--- config.mk ---
export PLATFORM = sky130hd
export DESIGN_NAME = gcode_word_tokenizer_core
export DESIGN_NICKNAME = d
export VERILOG_FILES = /design/src/gwt_pkg.sv /design/src/gwt_front.sv /design/src/gwt_queue.sv /design/src/gwt_back.sv /design/src/gcode_word_tokenizer_core.sv
export SDC_FILE = /design/constraint.sdc
export NUM_CORES = 2
export LEC_CHECK = 0
export BUFFER_PORTS_ARGS = -buffer_cell sky130_fd_sc_hd__buf_2
export CAP_MARGIN = 40
export CORE_MARGIN = 1.5
export CORE_UTILIZATION = 65
export CTS_BUF_LIST = sky130_fd_sc_hd__clkbuf_8
export DETAILED_ROUTE_END_ITERATION = 12
export GPL_TIMING_DRIVEN = 1
export PLACE_DENSITY_LB_ADDON = 0.12
export SLEW_MARGIN = 10
export SYNTH_ARGS = -nofsm -noshare
export SYNTH_HDL_FRONTEND = slang
export SYNTH_SLANG_ARGS = --single-unit
export TNS_END_PERCENT = 100
--- constraint.sdc ---
create_clock -name i_clk -period 178.2 [get_ports i_clk]
set_clock_uncertainty 0.1 [all_clocks]
set_input_delay 26.73 -clock i_clk [delete_from_list [all_inputs] [get_ports i_clk]]
set_output_delay 26.73 -clock i_clk [all_outputs]
set_load 0.01 [all_outputs]
--- src/gwt_pkg.sv ---
package gwt_pkg;

    // result kinds
    localparam logic KIND_WORD = 1'b0;
    localparam logic KIND_MASK = 1'b1;

    // ascii codes used by the classifier
    localparam logic [7:0] CH_BANG  = 8'h21;
    localparam logic [7:0] CH_PLUS  = 8'h2B;
    localparam logic [7:0] CH_MINUS = 8'h2D;
    localparam logic [7:0] CH_POINT = 8'h2E;
    localparam logic [7:0] CH_0     = 8'h30;
    localparam logic [7:0] CH_9     = 8'h39;
    localparam logic [7:0] CH_A     = 8'h41;
    localparam logic [7:0] CH_Z     = 8'h5A;
    localparam logic [7:0] CH_LC_A  = 8'h61;
    localparam logic [7:0] CH_LC_Z  = 8'h7A;
    localparam logic [7:0] CH_TILDE = 8'h7E;

    localparam int NUM_LETTERS = 26;
    localparam int INT_W       = 32;
    // fraction accumulator sized for up to seven kept digits
    localparam int FRAC_ACC_W  = 24;
    localparam int FDIG_W      = 3;
    localparam int RUN_LEN_W   = 8;
    localparam int VALUE_W     = 48;

    localparam logic [VALUE_W-1:0] POS_MAX = 48'h7FFF_FFFF_FFFF;
    localparam logic [VALUE_W:0]   NEG_MAG = 49'h0_8000_0000_0000;

    localparam int QUEUE_DEPTH = 4;

    // mask bit for each letter a..z
    localparam logic [4:0] LETTER_BIT [NUM_LETTERS] = '{
        5'd9,  5'd10, 5'd11, 5'd12, 5'd13, 5'd14, 5'd0,  5'd15, 5'd16,
        5'd17, 5'd18, 5'd19, 5'd1,  5'd2,  5'd20, 5'd7,  5'd21, 5'd22,
        5'd6,  5'd8,  5'd23, 5'd24, 5'd25, 5'd3,  5'd4,  5'd5
    };

    // letter index codes for the integer-only letters
    localparam logic [4:0] LTR_G = 5'd6;
    localparam logic [4:0] LTR_M = 5'd12;
    localparam logic [4:0] LTR_N = 5'd13;
    localparam logic [4:0] LTR_P = 5'd15;
    localparam logic [4:0] LTR_S = 5'd18;
    localparam logic [4:0] LTR_T = 5'd19;

    typedef struct packed {
        logic [7:0] ch;
        logic       end_of_line;
    } t_in_item;

    typedef struct packed {
        logic                      kind;
        logic [4:0]                letter;
        logic signed [VALUE_W-1:0] value;
        logic                      has_digits;
        logic [NUM_LETTERS-1:0]    word_mask;
        logic                      last;
    } t_result;

    // one queue entry: an optional closed word and an optional line mask
    typedef struct packed {
        logic                   has_word;
        logic [4:0]             letter;
        logic                   has_digits;
        logic                   neg;
        logic                   sat;
        logic                   int_only;
        logic [FDIG_W-1:0]      frac_digits;
        logic [INT_W-1:0]       int_accum;
        logic [FRAC_ACC_W-1:0]  frac_accum;
        logic                   has_mask;
        logic [NUM_LETTERS-1:0] mask;
    } t_rec;

    function automatic logic [FRAC_ACC_W-1:0] pow10(input logic [FDIG_W-1:0] k);
        logic [FRAC_ACC_W-1:0] r;
        unique case (k)
            3'd0:    r = 24'd1;
            3'd1:    r = 24'd10;
            3'd2:    r = 24'd100;
            3'd3:    r = 24'd1000;
            3'd4:    r = 24'd10000;
            3'd5:    r = 24'd100000;
            3'd6:    r = 24'd1000000;
            default: r = 24'd10000000;
        endcase
        return r;
    endfunction

    function automatic logic [NUM_LETTERS-1:0] letter_onehot(input logic [4:0] idx);
        logic [NUM_LETTERS-1:0] r;
        r = '0;
        if (idx < 5'(NUM_LETTERS)) begin
            r[LETTER_BIT[idx]] = 1'b1;
        end
        return r;
    endfunction

    function automatic logic is_int_only(input logic [4:0] idx);
        return (idx == LTR_G) || (idx == LTR_M) || (idx == LTR_N) ||
               (idx == LTR_P) || (idx == LTR_S) || (idx == LTR_T);
    endfunction

endpackage

--- src/gwt_front.sv ---
module gwt_front #(
    parameter int MAX_FRAC_DIGITS = 6
) (
    input  logic            i_clk,
    input  logic            i_rst_n,
    input  logic            i_push,
    input  gwt_pkg::t_in_item i_item,
    input  logic            i_q_full,
    output logic            o_q_push,
    output gwt_pkg::t_rec   o_q_rec
);

    logic [7:0]                        r_lead;
    logic [gwt_pkg::RUN_LEN_W-1:0]     r_len;
    logic [gwt_pkg::INT_W-1:0]         r_int;
    logic [gwt_pkg::FRAC_ACC_W-1:0]    r_frac;
    logic [gwt_pkg::FDIG_W-1:0]        r_fdig;
    logic                              r_neg, r_point, r_stop, r_sat;
    logic [gwt_pkg::NUM_LETTERS-1:0]   r_mask;

    logic [7:0]                        n_lead;
    logic [gwt_pkg::RUN_LEN_W-1:0]     n_len;
    logic [gwt_pkg::INT_W-1:0]         n_int;
    logic [gwt_pkg::FRAC_ACC_W-1:0]    n_frac;
    logic [gwt_pkg::FDIG_W-1:0]        n_fdig;
    logic                              n_neg, n_point, n_stop, n_sat;
    logic [gwt_pkg::NUM_LETTERS-1:0]   n_mask;

    // run state after feeding the current character
    logic [gwt_pkg::RUN_LEN_W-1:0]     f_len;
    logic [gwt_pkg::INT_W-1:0]         f_int;
    logic [gwt_pkg::FRAC_ACC_W-1:0]    f_frac;
    logic [gwt_pkg::FDIG_W-1:0]        f_fdig;
    logic                              f_neg, f_point, f_stop, f_sat;

    logic [7:0]                        w_ch;
    logic                              w_eol, w_accept;
    logic                              w_upper, w_lower, w_run, w_digit, w_lead_letter;
    logic [3:0]                        w_dval;
    logic [gwt_pkg::INT_W+3:0]         w_int_prod;
    logic [gwt_pkg::FRAC_ACC_W-1:0]    w_frac_prod;
    logic                              w_word;
    logic [4:0]                        w_letter;
    logic [gwt_pkg::NUM_LETTERS-1:0]   w_mask_upd;
    gwt_pkg::t_rec                     w_rec;

    assign w_ch     = i_item.ch;
    assign w_eol    = i_item.end_of_line;
    assign w_accept = i_push & ~i_q_full;

    assign w_upper = (w_ch >= gwt_pkg::CH_A) && (w_ch <= gwt_pkg::CH_Z);
    assign w_lower = (w_ch >= gwt_pkg::CH_LC_A) && (w_ch <= gwt_pkg::CH_LC_Z);
    assign w_run   = (w_ch >= gwt_pkg::CH_BANG) && (w_ch <= gwt_pkg::CH_TILDE) &&
                     !w_upper && !w_lower;
    assign w_digit = (w_ch >= gwt_pkg::CH_0) && (w_ch <= gwt_pkg::CH_9);
    assign w_dval  = 4'(w_ch - gwt_pkg::CH_0);

    assign w_lead_letter = (r_lead >= gwt_pkg::CH_A) && (r_lead <= gwt_pkg::CH_Z);
    assign w_letter      = 5'(r_lead - gwt_pkg::CH_A);

    // x10 as shift and add
    assign w_int_prod  = ({4'd0, r_int} << 3) + ({4'd0, r_int} << 1) +
                         (gwt_pkg::INT_W+4)'(w_dval);
    assign w_frac_prod = (r_frac << 3) + (r_frac << 1) + gwt_pkg::FRAC_ACC_W'(w_dval);

    always_comb begin
        f_len   = r_len;
        f_int   = r_int;
        f_frac  = r_frac;
        f_fdig  = r_fdig;
        f_neg   = r_neg;
        f_point = r_point;
        f_stop  = r_stop;
        f_sat   = r_sat;
        if (!r_stop) begin
            if (w_digit) begin
                if (r_point) begin
                    if (r_fdig < gwt_pkg::FDIG_W'(MAX_FRAC_DIGITS)) begin
                        f_frac = w_frac_prod;
                        f_fdig = r_fdig + 3'd1;
                    end
                end else if (w_int_prod[gwt_pkg::INT_W+3:gwt_pkg::INT_W] != 4'd0) begin
                    f_sat = 1'b1;
                end else begin
                    f_int = w_int_prod[gwt_pkg::INT_W-1:0];
                end
            end else if (w_ch == gwt_pkg::CH_POINT && !r_point) begin
                f_point = 1'b1;
            end else if ((w_ch == gwt_pkg::CH_MINUS || w_ch == gwt_pkg::CH_PLUS) &&
                         r_len == '0) begin
                if (w_ch == gwt_pkg::CH_MINUS) begin
                    f_neg = 1'b1;
                end
            end else begin
                f_stop = 1'b1;
            end
        end
        if (r_len != '1) begin
            f_len = r_len + 8'd1;
        end
    end

    // a word closes on a non-run character, or at the end of a line that ends in a run
    assign w_word = (!w_run || w_eol) && w_lead_letter;

    always_comb begin
        w_rec.has_word    = w_word;
        w_rec.letter      = w_letter;
        w_rec.has_digits  = w_run ? (f_len != '0) : (r_len != '0);
        w_rec.neg         = w_run ? f_neg : r_neg;
        w_rec.sat         = w_run ? f_sat : r_sat;
        w_rec.int_only    = gwt_pkg::is_int_only(w_letter);
        w_rec.frac_digits = w_run ? f_fdig : r_fdig;
        w_rec.int_accum   = w_run ? f_int : r_int;
        w_rec.frac_accum  = w_run ? f_frac : r_frac;
        w_rec.has_mask    = w_eol;
        w_mask_upd        = r_mask;
        if (w_word && w_rec.has_digits) begin
            w_mask_upd = r_mask | gwt_pkg::letter_onehot(w_letter);
        end
        w_rec.mask        = w_mask_upd;
    end

    assign o_q_push = w_accept && (w_word || w_eol);
    assign o_q_rec  = w_rec;

    always_comb begin
        n_lead  = r_lead;
        n_len   = r_len;
        n_int   = r_int;
        n_frac  = r_frac;
        n_fdig  = r_fdig;
        n_neg   = r_neg;
        n_point = r_point;
        n_stop  = r_stop;
        n_sat   = r_sat;
        n_mask  = r_mask;
        if (w_accept) begin
            if (w_eol) begin
                n_lead  = '0;
                n_len   = '0;
                n_int   = '0;
                n_frac  = '0;
                n_fdig  = '0;
                n_neg   = 1'b0;
                n_point = 1'b0;
                n_stop  = 1'b0;
                n_sat   = 1'b0;
                n_mask  = '0;
            end else if (w_run) begin
                n_len   = f_len;
                n_int   = f_int;
                n_frac  = f_frac;
                n_fdig  = f_fdig;
                n_neg   = f_neg;
                n_point = f_point;
                n_stop  = f_stop;
                n_sat   = f_sat;
            end else begin
                n_lead  = w_ch;
                n_len   = '0;
                n_int   = '0;
                n_frac  = '0;
                n_fdig  = '0;
                n_neg   = 1'b0;
                n_point = 1'b0;
                n_stop  = 1'b0;
                n_sat   = 1'b0;
                n_mask  = w_mask_upd;
            end
        end
    end

    always_ff @(posedge i_clk) begin
        if (!i_rst_n) begin
            r_lead  <= '0;
            r_len   <= '0;
            r_int   <= '0;
            r_frac  <= '0;
            r_fdig  <= '0;
            r_neg   <= 1'b0;
            r_point <= 1'b0;
            r_stop  <= 1'b0;
            r_sat   <= 1'b0;
            r_mask  <= '0;
        end else begin
            r_lead  <= n_lead;
            r_len   <= n_len;
            r_int   <= n_int;
            r_frac  <= n_frac;
            r_fdig  <= n_fdig;
            r_neg   <= n_neg;
            r_point <= n_point;
            r_stop  <= n_stop;
            r_sat   <= n_sat;
            r_mask  <= n_mask;
        end
    end

endmodule

--- src/gwt_queue.sv ---
module gwt_queue (
    input  logic          i_clk,
    input  logic          i_rst_n,
    input  logic          i_push,
    input  gwt_pkg::t_rec i_rec,
    output logic          o_full,
    output logic          o_valid,
    output gwt_pkg::t_rec o_rec,
    input  logic          i_pop
);

    localparam int PTR_W = $clog2(gwt_pkg::QUEUE_DEPTH);
    localparam int CNT_W = PTR_W + 1;

    gwt_pkg::t_rec    r_mem [gwt_pkg::QUEUE_DEPTH];
    logic [PTR_W-1:0] r_wr_ptr, r_rd_ptr;
    logic [CNT_W-1:0] r_count;
    logic [PTR_W-1:0] n_wr_ptr, n_rd_ptr;
    logic [CNT_W-1:0] n_count;
    logic             w_do_push, w_do_pop;

    assign o_full    = (r_count == CNT_W'(gwt_pkg::QUEUE_DEPTH));
    assign o_valid   = (r_count != '0);
    assign o_rec     = r_mem[r_rd_ptr];
    assign w_do_push = i_push && !o_full;
    assign w_do_pop  = i_pop && o_valid;

    always_comb begin
        n_wr_ptr = w_do_push ? r_wr_ptr + 1'b1 : r_wr_ptr;
        n_rd_ptr = w_do_pop ? r_rd_ptr + 1'b1 : r_rd_ptr;
        n_count  = r_count;
        if (w_do_push && !w_do_pop) begin
            n_count = r_count + 1'b1;
        end else if (!w_do_push && w_do_pop) begin
            n_count = r_count - 1'b1;
        end
    end

    always_ff @(posedge i_clk) begin
        if (!i_rst_n) begin
            r_wr_ptr <= '0;
            r_rd_ptr <= '0;
            r_count  <= '0;
        end else begin
            r_wr_ptr <= n_wr_ptr;
            r_rd_ptr <= n_rd_ptr;
            r_count  <= n_count;
        end
    end

    always_ff @(posedge i_clk) begin
        if (w_do_push) begin
            r_mem[r_wr_ptr] <= i_rec;
        end
    end

endmodule

--- src/gwt_back.sv ---
module gwt_back #(
    parameter int FRAC_BITS = 16
) (
    input  logic            i_clk,
    input  logic            i_rst_n,
    input  logic            i_q_valid,
    input  gwt_pkg::t_rec   i_q_rec,
    output logic            o_q_pop,
    output gwt_pkg::t_result o_result,
    output logic            o_empty,
    input  logic            i_pop
);

    localparam int Q_W   = FRAC_BITS + 1;
    localparam int NUM_W = gwt_pkg::FRAC_ACC_W + FRAC_BITS + 1;
    localparam int MAG_W = gwt_pkg::INT_W + FRAC_BITS + 1;
    localparam int EXT_W = (MAG_W > gwt_pkg::VALUE_W + 1) ? MAG_W : gwt_pkg::VALUE_W + 1;

    // divider pipeline, stage 0 holds the rounded numerator
    logic [Q_W:0]       r_dv_vld;
    gwt_pkg::t_rec      r_dv_rec [Q_W+1];
    logic [NUM_W-1:0]   r_dv_rem [Q_W+1];
    logic [Q_W-1:0]     r_dv_q   [Q_W+1];

    logic               r_mg_vld;
    gwt_pkg::t_rec      r_mg_rec;
    logic [MAG_W-1:0]   r_mg_mag;

    logic               r_word_done;
    logic               r_out_vld;
    gwt_pkg::t_result   r_out;

    logic               w_adv;
    logic [gwt_pkg::FRAC_ACC_W-1:0] w_den0;
    logic [NUM_W-1:0]   w_num0;
    logic               w_use_frac;
    logic [MAG_W-1:0]   w_mag;
    logic [EXT_W-1:0]   w_mag_e, w_neg_clip;
    logic [gwt_pkg::VALUE_W-1:0] w_value;
    logic               w_need_word, w_out_free, w_take, w_mg_done;
    gwt_pkg::t_result   w_res;

    assign o_q_pop = w_adv && i_q_valid;

    // round to nearest: add half the divisor before dividing
    assign w_den0 = gwt_pkg::pow10(i_q_rec.frac_digits);
    assign w_num0 = (NUM_W'(i_q_rec.frac_accum) << FRAC_BITS) + NUM_W'(w_den0 >> 1);

    always_ff @(posedge i_clk) begin
        if (!i_rst_n) begin
            r_dv_vld[0] <= 1'b0;
        end else if (w_adv) begin
            r_dv_vld[0] <= i_q_valid;
        end
    end

    always_ff @(posedge i_clk) begin
        if (w_adv) begin
            r_dv_rec[0] <= i_q_rec;
            r_dv_rem[0] <= w_num0;
            r_dv_q[0]   <= '0;
        end
    end

    // one restoring step per stage, quotient msb first
    for (genvar s = 0; s < Q_W; s++) begin : g_div
        localparam int SH = Q_W - 1 - s;
        logic [NUM_W-1:0] w_sub;
        logic             w_ge;

        assign w_sub = NUM_W'(gwt_pkg::pow10(r_dv_rec[s].frac_digits)) << SH;
        assign w_ge  = (r_dv_rem[s] >= w_sub);

        always_ff @(posedge i_clk) begin
            if (!i_rst_n) begin
                r_dv_vld[s+1] <= 1'b0;
            end else if (w_adv) begin
                r_dv_vld[s+1] <= r_dv_vld[s];
            end
        end

        always_ff @(posedge i_clk) begin
            if (w_adv) begin
                r_dv_rec[s+1] <= r_dv_rec[s];
                r_dv_rem[s+1] <= w_ge ? r_dv_rem[s] - w_sub : r_dv_rem[s];
                r_dv_q[s+1]   <= {r_dv_q[s][Q_W-2:0], w_ge};
            end
        end
    end

    // magnitude: integer part plus rounded fraction, fraction dropped for integer-only letters
    assign w_use_frac = !r_dv_rec[Q_W].int_only && (r_dv_rec[Q_W].frac_digits != '0);
    assign w_mag = (MAG_W'(r_dv_rec[Q_W].int_accum) << FRAC_BITS) +
                   (w_use_frac ? MAG_W'(r_dv_q[Q_W]) : '0);

    always_ff @(posedge i_clk) begin
        if (!i_rst_n) begin
            r_mg_vld <= 1'b0;
        end else if (w_adv) begin
            r_mg_vld <= r_dv_vld[Q_W];
        end
    end

    always_ff @(posedge i_clk) begin
        if (w_adv) begin
            r_mg_rec <= r_dv_rec[Q_W];
            r_mg_mag <= w_mag;
        end
    end

    // saturate and apply sign
    assign w_mag_e    = EXT_W'(r_mg_mag);
    assign w_neg_clip = (w_mag_e > EXT_W'(gwt_pkg::NEG_MAG)) ? EXT_W'(gwt_pkg::NEG_MAG) : w_mag_e;

    always_comb begin
        if (!r_mg_rec.has_digits) begin
            w_value = '0;
        end else if (r_mg_rec.sat) begin
            w_value = r_mg_rec.neg ? gwt_pkg::VALUE_W'(gwt_pkg::NEG_MAG) : gwt_pkg::POS_MAX;
        end else if (r_mg_rec.neg) begin
            w_value = gwt_pkg::VALUE_W'(EXT_W'(0) - w_neg_clip);
        end else if (w_mag_e > EXT_W'(gwt_pkg::POS_MAX)) begin
            w_value = gwt_pkg::POS_MAX;
        end else begin
            w_value = gwt_pkg::VALUE_W'(w_mag_e);
        end
    end

    // an entry with both a word and a mask leaves as two results, the word first
    assign w_need_word = r_mg_rec.has_word && !r_word_done;
    assign w_out_free  = !r_out_vld || i_pop;
    assign w_take      = r_mg_vld && w_out_free;
    assign w_mg_done   = w_take && !(w_need_word && r_mg_rec.has_mask);
    assign w_adv       = !r_mg_vld || w_mg_done;

    always_comb begin
        if (w_need_word) begin
            w_res.kind       = gwt_pkg::KIND_WORD;
            w_res.letter     = r_mg_rec.letter;
            w_res.value      = w_value;
            w_res.has_digits = r_mg_rec.has_digits;
            w_res.word_mask  = '0;
            w_res.last       = 1'b0;
        end else begin
            w_res.kind       = gwt_pkg::KIND_MASK;
            w_res.letter     = '0;
            w_res.value      = '0;
            w_res.has_digits = 1'b0;
            w_res.word_mask  = r_mg_rec.mask;
            w_res.last       = 1'b1;
        end
    end

    always_ff @(posedge i_clk) begin
        if (!i_rst_n) begin
            r_out_vld   <= 1'b0;
            r_word_done <= 1'b0;
        end else begin
            if (w_take) begin
                r_out_vld <= 1'b1;
            end else if (i_pop) begin
                r_out_vld <= 1'b0;
            end
            if (w_take) begin
                r_word_done <= !w_mg_done;
            end
        end
    end

    always_ff @(posedge i_clk) begin
        if (w_take) begin
            r_out <= w_res;
        end
    end

    assign o_result = r_out;
    assign o_empty  = !r_out_vld;

endmodule

--- src/gcode_word_tokenizer_core.sv ---
// g-code word tokenizer: takes one ascii character per push and hands out word
// results (letter, fixed point value, digit flag) and one line mask result per
// line through a queue-style pop port. a character is taken in every cycle while
// full is low; full rises only when the four-entry queue between the character
// classifier and the number converter is full. a closed word or line end goes
// through the queue, the rounding divider, which retires one quotient bit per
// pipeline stage, the magnitude register and the result register. the converter
// finishes one result per cycle while results are popped, so a line end that
// also closes a word gives two results. values are signed with FRAC_BITS fraction
// bits and saturate to 48 bits; G, M, N, P, S and T keep only the integer part.
module gcode_word_tokenizer_core #(
    parameter int FRAC_BITS       = 16,
    parameter int MAX_FRAC_DIGITS = 6
) (
    input  logic              i_clk,
    input  logic              i_rst_n,
    // character request side
    input  logic              push,
    output logic              full,
    input  gwt_pkg::t_in_item i_item,
    // result request side
    output logic              empty,
    input  logic              pop,
    output gwt_pkg::t_result  o_result
);

    logic          w_q_push, w_q_full, w_q_valid, w_q_pop;
    gwt_pkg::t_rec w_q_rec, w_q_head;

    // front: classifies characters, accumulates the number run, keeps the line mask
    gwt_front #(
        .MAX_FRAC_DIGITS(MAX_FRAC_DIGITS)
    ) u_front (
        .i_clk    (i_clk),
        .i_rst_n  (i_rst_n),
        .i_push   (push),
        .i_item   (i_item),
        .i_q_full (w_q_full),
        .o_q_push (w_q_push),
        .o_q_rec  (w_q_rec)
    );

    // closed words and line ends waiting for conversion
    gwt_queue u_queue (
        .i_clk   (i_clk),
        .i_rst_n (i_rst_n),
        .i_push  (w_q_push),
        .i_rec   (w_q_rec),
        .o_full  (w_q_full),
        .o_valid (w_q_valid),
        .o_rec   (w_q_head),
        .i_pop   (w_q_pop)
    );

    // back: fraction rounding divider, saturation and result output register
    gwt_back #(
        .FRAC_BITS(FRAC_BITS)
    ) u_back (
        .i_clk     (i_clk),
        .i_rst_n   (i_rst_n),
        .i_q_valid (w_q_valid),
        .i_q_rec   (w_q_head),
        .o_q_pop   (w_q_pop),
        .o_result  (o_result),
        .o_empty   (empty),
        .i_pop     (pop)
    );

    // full comes only from the queue fill, never from the result side
    assign full = w_q_full;

    // the front never writes into a full queue
    a_no_push_when_full: assert property (@(posedge i_clk) disable iff (!i_rst_n)
        w_q_push |-> !w_q_full)
        else $error("queue written while full");

    // every queue entry carries a word or a line end
    a_entry_not_empty: assert property (@(posedge i_clk) disable iff (!i_rst_n)
        w_q_push |-> (w_q_rec.has_word || w_q_rec.has_mask))
        else $error("empty entry pushed");

    // a word result has no mask and is never last; a mask result is always last
    a_result_shape: assert property (@(posedge i_clk) disable iff (!i_rst_n)
        !empty |-> ((o_result.last == o_result.kind) &&
                    (o_result.kind == gwt_pkg::KIND_MASK || o_result.word_mask == '0)))
        else $error("malformed result");

endmodule
Word level (Yosys, flattened, before mapping):

Memory sizes are Yosys's and may differ from the RTL's. A register that Yosys moved wholly into a read port is not among the register bits.
Cells that the tools add are included.

* memory bits (writable): 3156
* input bits: 13
* logic and storage cells: 436
* memories kept: 5
* register bits after elaboration: 300
* bits in read-only memories: 160
* output and inout port bits: 84
* latch bits: 0

* muxes and demuxes: 115
* $add $sub $neg: 32
* multipliers: 0
* shifts and indexed selects: 0
* bitwise operators: 4
* eq/ne operators: 123
* reductions and logical operators: 75
* $lt $le $gt $ge: 34
* div/mod/pow operators: 0

Memory list
* u_back.r_dv_rec: words 18, width 96, read ports 18, clocked after memory_dff 0, write ports 18, line gwt_back.sv:21 `gwt_pkg::t_rec r_dv_rec [Q_W+1];`
* u_back.r_dv_rem: words 18, width 41, read ports 17, clocked after memory_dff 0, write ports 18, line gwt_back.sv:22 `logic [NUM_W-1:0] r_dv_rem [Q_W+1];`
* u_queue.r_mem: words 4, width 96, read ports 1, clocked after memory_dff 1, write ports 1, line gwt_queue.sv:15 `gwt_pkg::t_rec r_mem [gwt_pkg::QUEUE_DEPTH];`
* u_back.r_dv_q: words 18, width 17, read ports 18, clocked after memory_dff 0, write ports 18, line gwt_back.sv:23 `logic [Q_W-1:0] r_dv_q [Q_W+1];`
* (name not given): words 32, width 5, read ports 1, clocked after memory_dff 0, write ports 0, line gwt_pkg.sv:96 `r[LETTER_BIT[idx]] = 1'b1;`

Operator list (count)
* $pmux W24 S7: 18
* $mux W41: 17
* $mux W48: 6
* $mux W32: 7
* $mux W24: 7
* $eq A3 B3 Y1 const B: 55
* $mux W26: 5
* $eq A3 B2 Y1 const B: 36
* $mux W82: 1
* $eq A3 B1 Y1 const B: 18
* $logic_not A3 Y1: 18
* $add A48 B49 Y49: 1
* $gt A49 B47 Y1 const B: 1
* $gt A49 B48 Y1 const B: 1
* $sub A1 B48 Y48 const A: 1
* $add A40 B23 Y41: 1
* $ge A41 B24 Y1: 1
* $ge A41 B25 Y1: 1
* $ge A41 B26 Y1: 1
* $ge A41 B27 Y1: 1
* $ge A41 B28 Y1: 1
* $ge A41 B29 Y1: 1
* $ge A41 B30 Y1: 1
* $ge A41 B31 Y1: 1
* other kinds (73): 182

Logic depth before layout (Yosys ltp):

* depth in word-level cells: 15
* gate-level depth with buffers: 20
* mapped depth without buffers: 16

Hierarchy:

Synthesis repeated with hierarchy kept, for this count alone.

* cells, all modules: 8721
* area total of the unflattened synthesis: 123145.6 sq um

Modules (own cells, without submodules)
* gwt_back: sequential area each 69486.6 sq um, cells each 7033, area an instance 99908.3 sq um, times used 1
* gwt_queue: sequential area each 11711.2 sq um, cells each 550, area an instance 14316.2 sq um, times used 1
* gwt_front: sequential area each 2102.0 sq um, cells each 1138, area an instance 8921.1 sq um, times used 1

Worst setup path after synthesis:

No wires, ideal clock.

* path kind: input to register
* from: input pop
* to: memory u_back.r_dv_q[10][0] in the netlist's numbering (enable)
* path slack: 87.723 ns
* data required time: 174.656 ns
* buffers on the path: 1
* arrival time: 86.933 ns
* setup time: 3.444 ns
* stages on the path: 4
* cells stage by stage: o21ai_0 o21a_1 clkinv_1 clkbuf_1

RTL lines
* start, declared: line gcode_word_tokenizer_core.sv:23 `input logic pop,`
* end, declared: line gwt_back.sv:23

Final worst setup path:

* from: input pop
* to: register u_back.r_mg_mag[9] (enable)

* longest elaborated chain between the ends: 4

RTL lines
* $logic_or A1 B1 Y1: line gwt_back.sv:131 `assign w_out_free = !r_out_vld || i_pop;`
* $logic_and A1 B1 Y1: line gwt_back.sv:132 `assign w_take = r_mg_vld && w_out_free;`
* $logic_and A1 B1 Y1: line gwt_back.sv:133 `assign w_mg_done = w_take && !(w_need_word && r_mg_rec.has_mask);`
* $logic_or A1 B1 Y1: line gwt_back.sv:134 `assign w_adv = !r_mg_vld || w_mg_done;`
* end signal, assigned: line gwt_back.sv:107 `r_mg_mag <= w_mag;`
* end, declared: line gwt_back.sv:27 `logic [MAG_W-1:0] r_mg_mag;`

No other way between the ends.
A chain may end at the register's enable or synchronous reset.

==> summary.md <==
| Metric | Value |
|---|---|
| Synth Area in Compound Gates | `a little under a tenth` |
| Synthesis-stage register bit count | `2819` |
| Iter 0 DRT Violations | `a little under 6000` |
| Clk root buf | `clkbuf_8` |
| GR Util met1 | `33.39%` |
| Crit share post-route | `17.29%` |
| Post-CTS Setup Bufs | `0` |
| Main flop type after synthesis | `edfxtp_1` |
| Via Count | `roughly 70000` |
| Number of synthesized flops with an enable pin | `2684` |
| Buf/Inv on CP | `11` |
| Total power | `approximately 2700 uW` |
| Status | `completed` |
| P&R area growth vs syn | `9.863%` |
| CP Max Fanout | `between 150 and 200` |
| Ys Warns | `0` |
| Min-delay worst type | `reg2reg` |
| Antenna violations before repair | `8` |
| Share of cells above drive strength 1 | `11.19%` |
| Slew Limit Fails | `0` |
| Slew headroom | `18.18%` |
| CTS Buffer Depth | `4` |
| RD Place Congestion | `0.9669` |
| Mapped cell area | `122500 sq um` |
| Vias per Instance | `5.965` |
| Setup violators final | `0` |
| Worst stage delay on the critical path | `0.72 ns` |
| Reg clk slew, reported paths | `0.06 ns` |
| Crit Path Class | `in2reg` |
| Grt met2 use | `45.88%` |
| Pwr per Cell Area | `between 20 and 25 nW/um^2` |
| Met3 GRT Util | `under 10%` |
| Die Y | `437.1 um` |
| CTS Buf Count | `between 400 and 500` |
| Pin count of the biggest net entering global routing | `roughly 210` |
| Sequential fraction of the synthesis area | `68.01%` |
| Syn_nets | `about 9100` |
| First-pass GRT wire length | `between 300000 and 400000 um` |
| CTS Sinks | `2819` |
| Initial Utilization | `65.36%` |
| Post-route ant nets | `0` |
| Die width | `about 440 um` |
| Post-synthesis mux area share | `2.992%` |
| Drc violations | `0` |
| Worst hold start | `u_back.r_dv_rec[14][61]` |
| Hold Buf Count CTS | `0` |
| Slew @ Worst Pin | `1.227 ns` |
| Critical Path RT | `178.86 ns` |
| Crit path from | `pop` |
| Vias in the first global route | `~70000` |
| CTS tree | `yes` |
| I/O Pins | `97` |
| IO buf count | `96` |
| Min cycle time layout | `30.81 ns` |
| Total overflow reported by the global router | `0` |
| Initial DRT Pass Iterations | `6` |
| Largest family of logic cells by synthesized area | `simple AND/OR/NAND/NOR gates` |
| RSZ-0062 raised after global routing | `false` |
| Cell count after synthesis | `~8600` |
| Worst VDD drop | `0.01494 mV` |
| Area share of xor/xnor cells in the synthesized design | `4.061%` |
| Dpl cells | `11000` |
| LEAKAGE | `0.05044 uW` |
| Critical Path Slowest Stage Cell | `buf_12` |
| Yosys top cell area share | `65.80%` |
| Core footprint | `187400 sq um` |
| CP startpoint kind | `input pin` |
| Worst flop-to-flop path startpoint | `u_back.r_mg_rec[95]` |
| Dominant cells by area after synthesis | `edfxtp_1, ha_1, xnor2_1` |
| Worst path top cell family by delay | `buffers and inverters` |
| Fin cells | `11760` |
| Die ar. | `191100 sq um` |
| Nets@finish | `9456` |
| # resized after CTS | `0` |
| Worst Path Arrival | `31.48 ns` |
| Std cell rows | `159` |
| Clock Latency Late Sink | `1.13 ns` |
| Total GRT Usage | `27.01%` |
| Busiest grt layer | `met2` |
| WL final | `258400 um` |
| Final hold violation count | `0` |
| Post-synthesis async set-or-reset flop share | `0%` |
| Max-cap violations | `0` |
| Crit-path cells | `buf_2, o21ai_0, buf_4, o21a_1, inv_8, buf_16, buf_12, buf_4, buf_16, buf_4, buf_16, buf_4, buf_16` |
| Synth area leader | `edfxtp_1` |
| Mean area per synthesized cell | `14.29 sq um` |
| CP endpoint kind | `register` |
| DP HPWL | `between 150000 and 200000 um` |
| F_max | `32.45 MHz` |
| Synth cell types | `106` |
| Synth Area in Adders | `approximately 5.3%` |
| Simple-gate share of the synthesized area | `9.153%` |
| Htree depth | `5` |
| Post-DR wirelength/cell | `21.96 um` |
| Setup_tns | `0 ns` |
-- cells by family (layout without fill, tap and decap cells) --
| family | count (synthesis) | in the layout |
|---|---|---|
| AOI/OAI and AO/OA | 1727 | 1727 |
| xor gates and xnor gates | 568 | 568 |
| adders and majority gates | 504 | 504 |
| buffers and inverters | 465 | 1155 |
| DFF | 2819 | 2819 |
| muxes | 233 | 233 |
| other | 0 | 4 |
| and+or+nand+nor | 2258 | 2258 |
-- through the flow --
step                      util [%]  hold WS, ns  cell area [sq um]  setup WS (ns)
final                        71.81       0.2597             134600         147.39
after global routing         71.80       0.2490             134600         147.09
after CTS                    71.80       0.2373             134600         147.50
after detailed placement     67.34       0.3045             126200         146.25
after global placement       67.09       0.3000             125700         145.63
after floorplan                  -       0.3003             122500          87.72
-- metal layers --
| layer | up-vias | wire length (um) |
|---|---|---|
| met5 | - | 33 |
| met4 | 4 | 14280 |
| met3 | 563 | 12550 |
| met2 | 2105 | 129500 |
| met1 | 33970 | 102000 |
| li1 | 33520 | - |
-- cell usage after synthesis, types with 151 or more instances --
master,count
xor2_1,258
a21oi_1,487
ha_1,482
nor3_1,175
nor2_1,524
nand2_1,627
inv_1,214
xnor2_1,310
edfxtp_1,2684
clkbuf_1,202
o21ai_0,419
nand3_1,151
a21o_1,185
-- cells in the final DEF (no fill, tap or decap), types with 151 or more instances in the layout --
| cell type | instances |
|---|---|
| edfxtp_1 | 2684 |
| nand2_1 | 627 |
| nor2_1 | 521 |
| a21oi_1 | 485 |
| ha_1 | 482 |
| clkbuf_8 | 450 |
| o21ai_0 | 419 |
| inv_1 | 331 |
| xnor2_1 | 310 |
| xor2_1 | 258 |
| a21o_1 | 185 |
| nor3_1 | 175 |
| nand3_1 | 151 |
-- final cells by class --
cell class	count	area, sq um
Clock inverter	307	2167
Tap cell	2495	3122
Clock buffer	450	6193
Timing Repair Buffer	180	1483
Fill cell	11960	52830
Multi-Input combinational cell	5290	37460
Sequential cell	2819	83310
Antenna cell	4	10.01
Inverter	218	828.3
-- state kept, by name, summed over array words and instances (netlist names), 24 cells and up, named ones only --
signal           cells
u_back.o_result     81
u_back.r_dv_q      153
u_back.r_dv_rec   1296
u_back.r_dv_rem    685
u_back.r_mg_mag     49
u_back.r_mg_rec     36
u_front.r_frac      24
u_front.r_int       32
u_front.r_mask      26
u_queue.r_mem      384
-- final timing paths --
kind / slack, ns / cells past startpoint / endpoint
setup / recovery: 147.39 / 13 / u_back.r_mg_mag[9]
setup reg to reg: 172.47 / 13 / u_back.r_mg_mag[9]
hold / removal: 0.26 / 0 / u_back.r_dv_rec[15][61]
hold reg to reg: 0.26 / 0 / u_back.r_dv_rec[15][61]
-- power by group --
part           switching (uW)  leakage, uW  internal, uW  total [uW]
Clock                     237      0.00471           281         518
Sequential                166       0.0289          1080        1240
Combinational             566       0.0168           406         973
No activity file was read; power rests on OpenSTA's default activity.
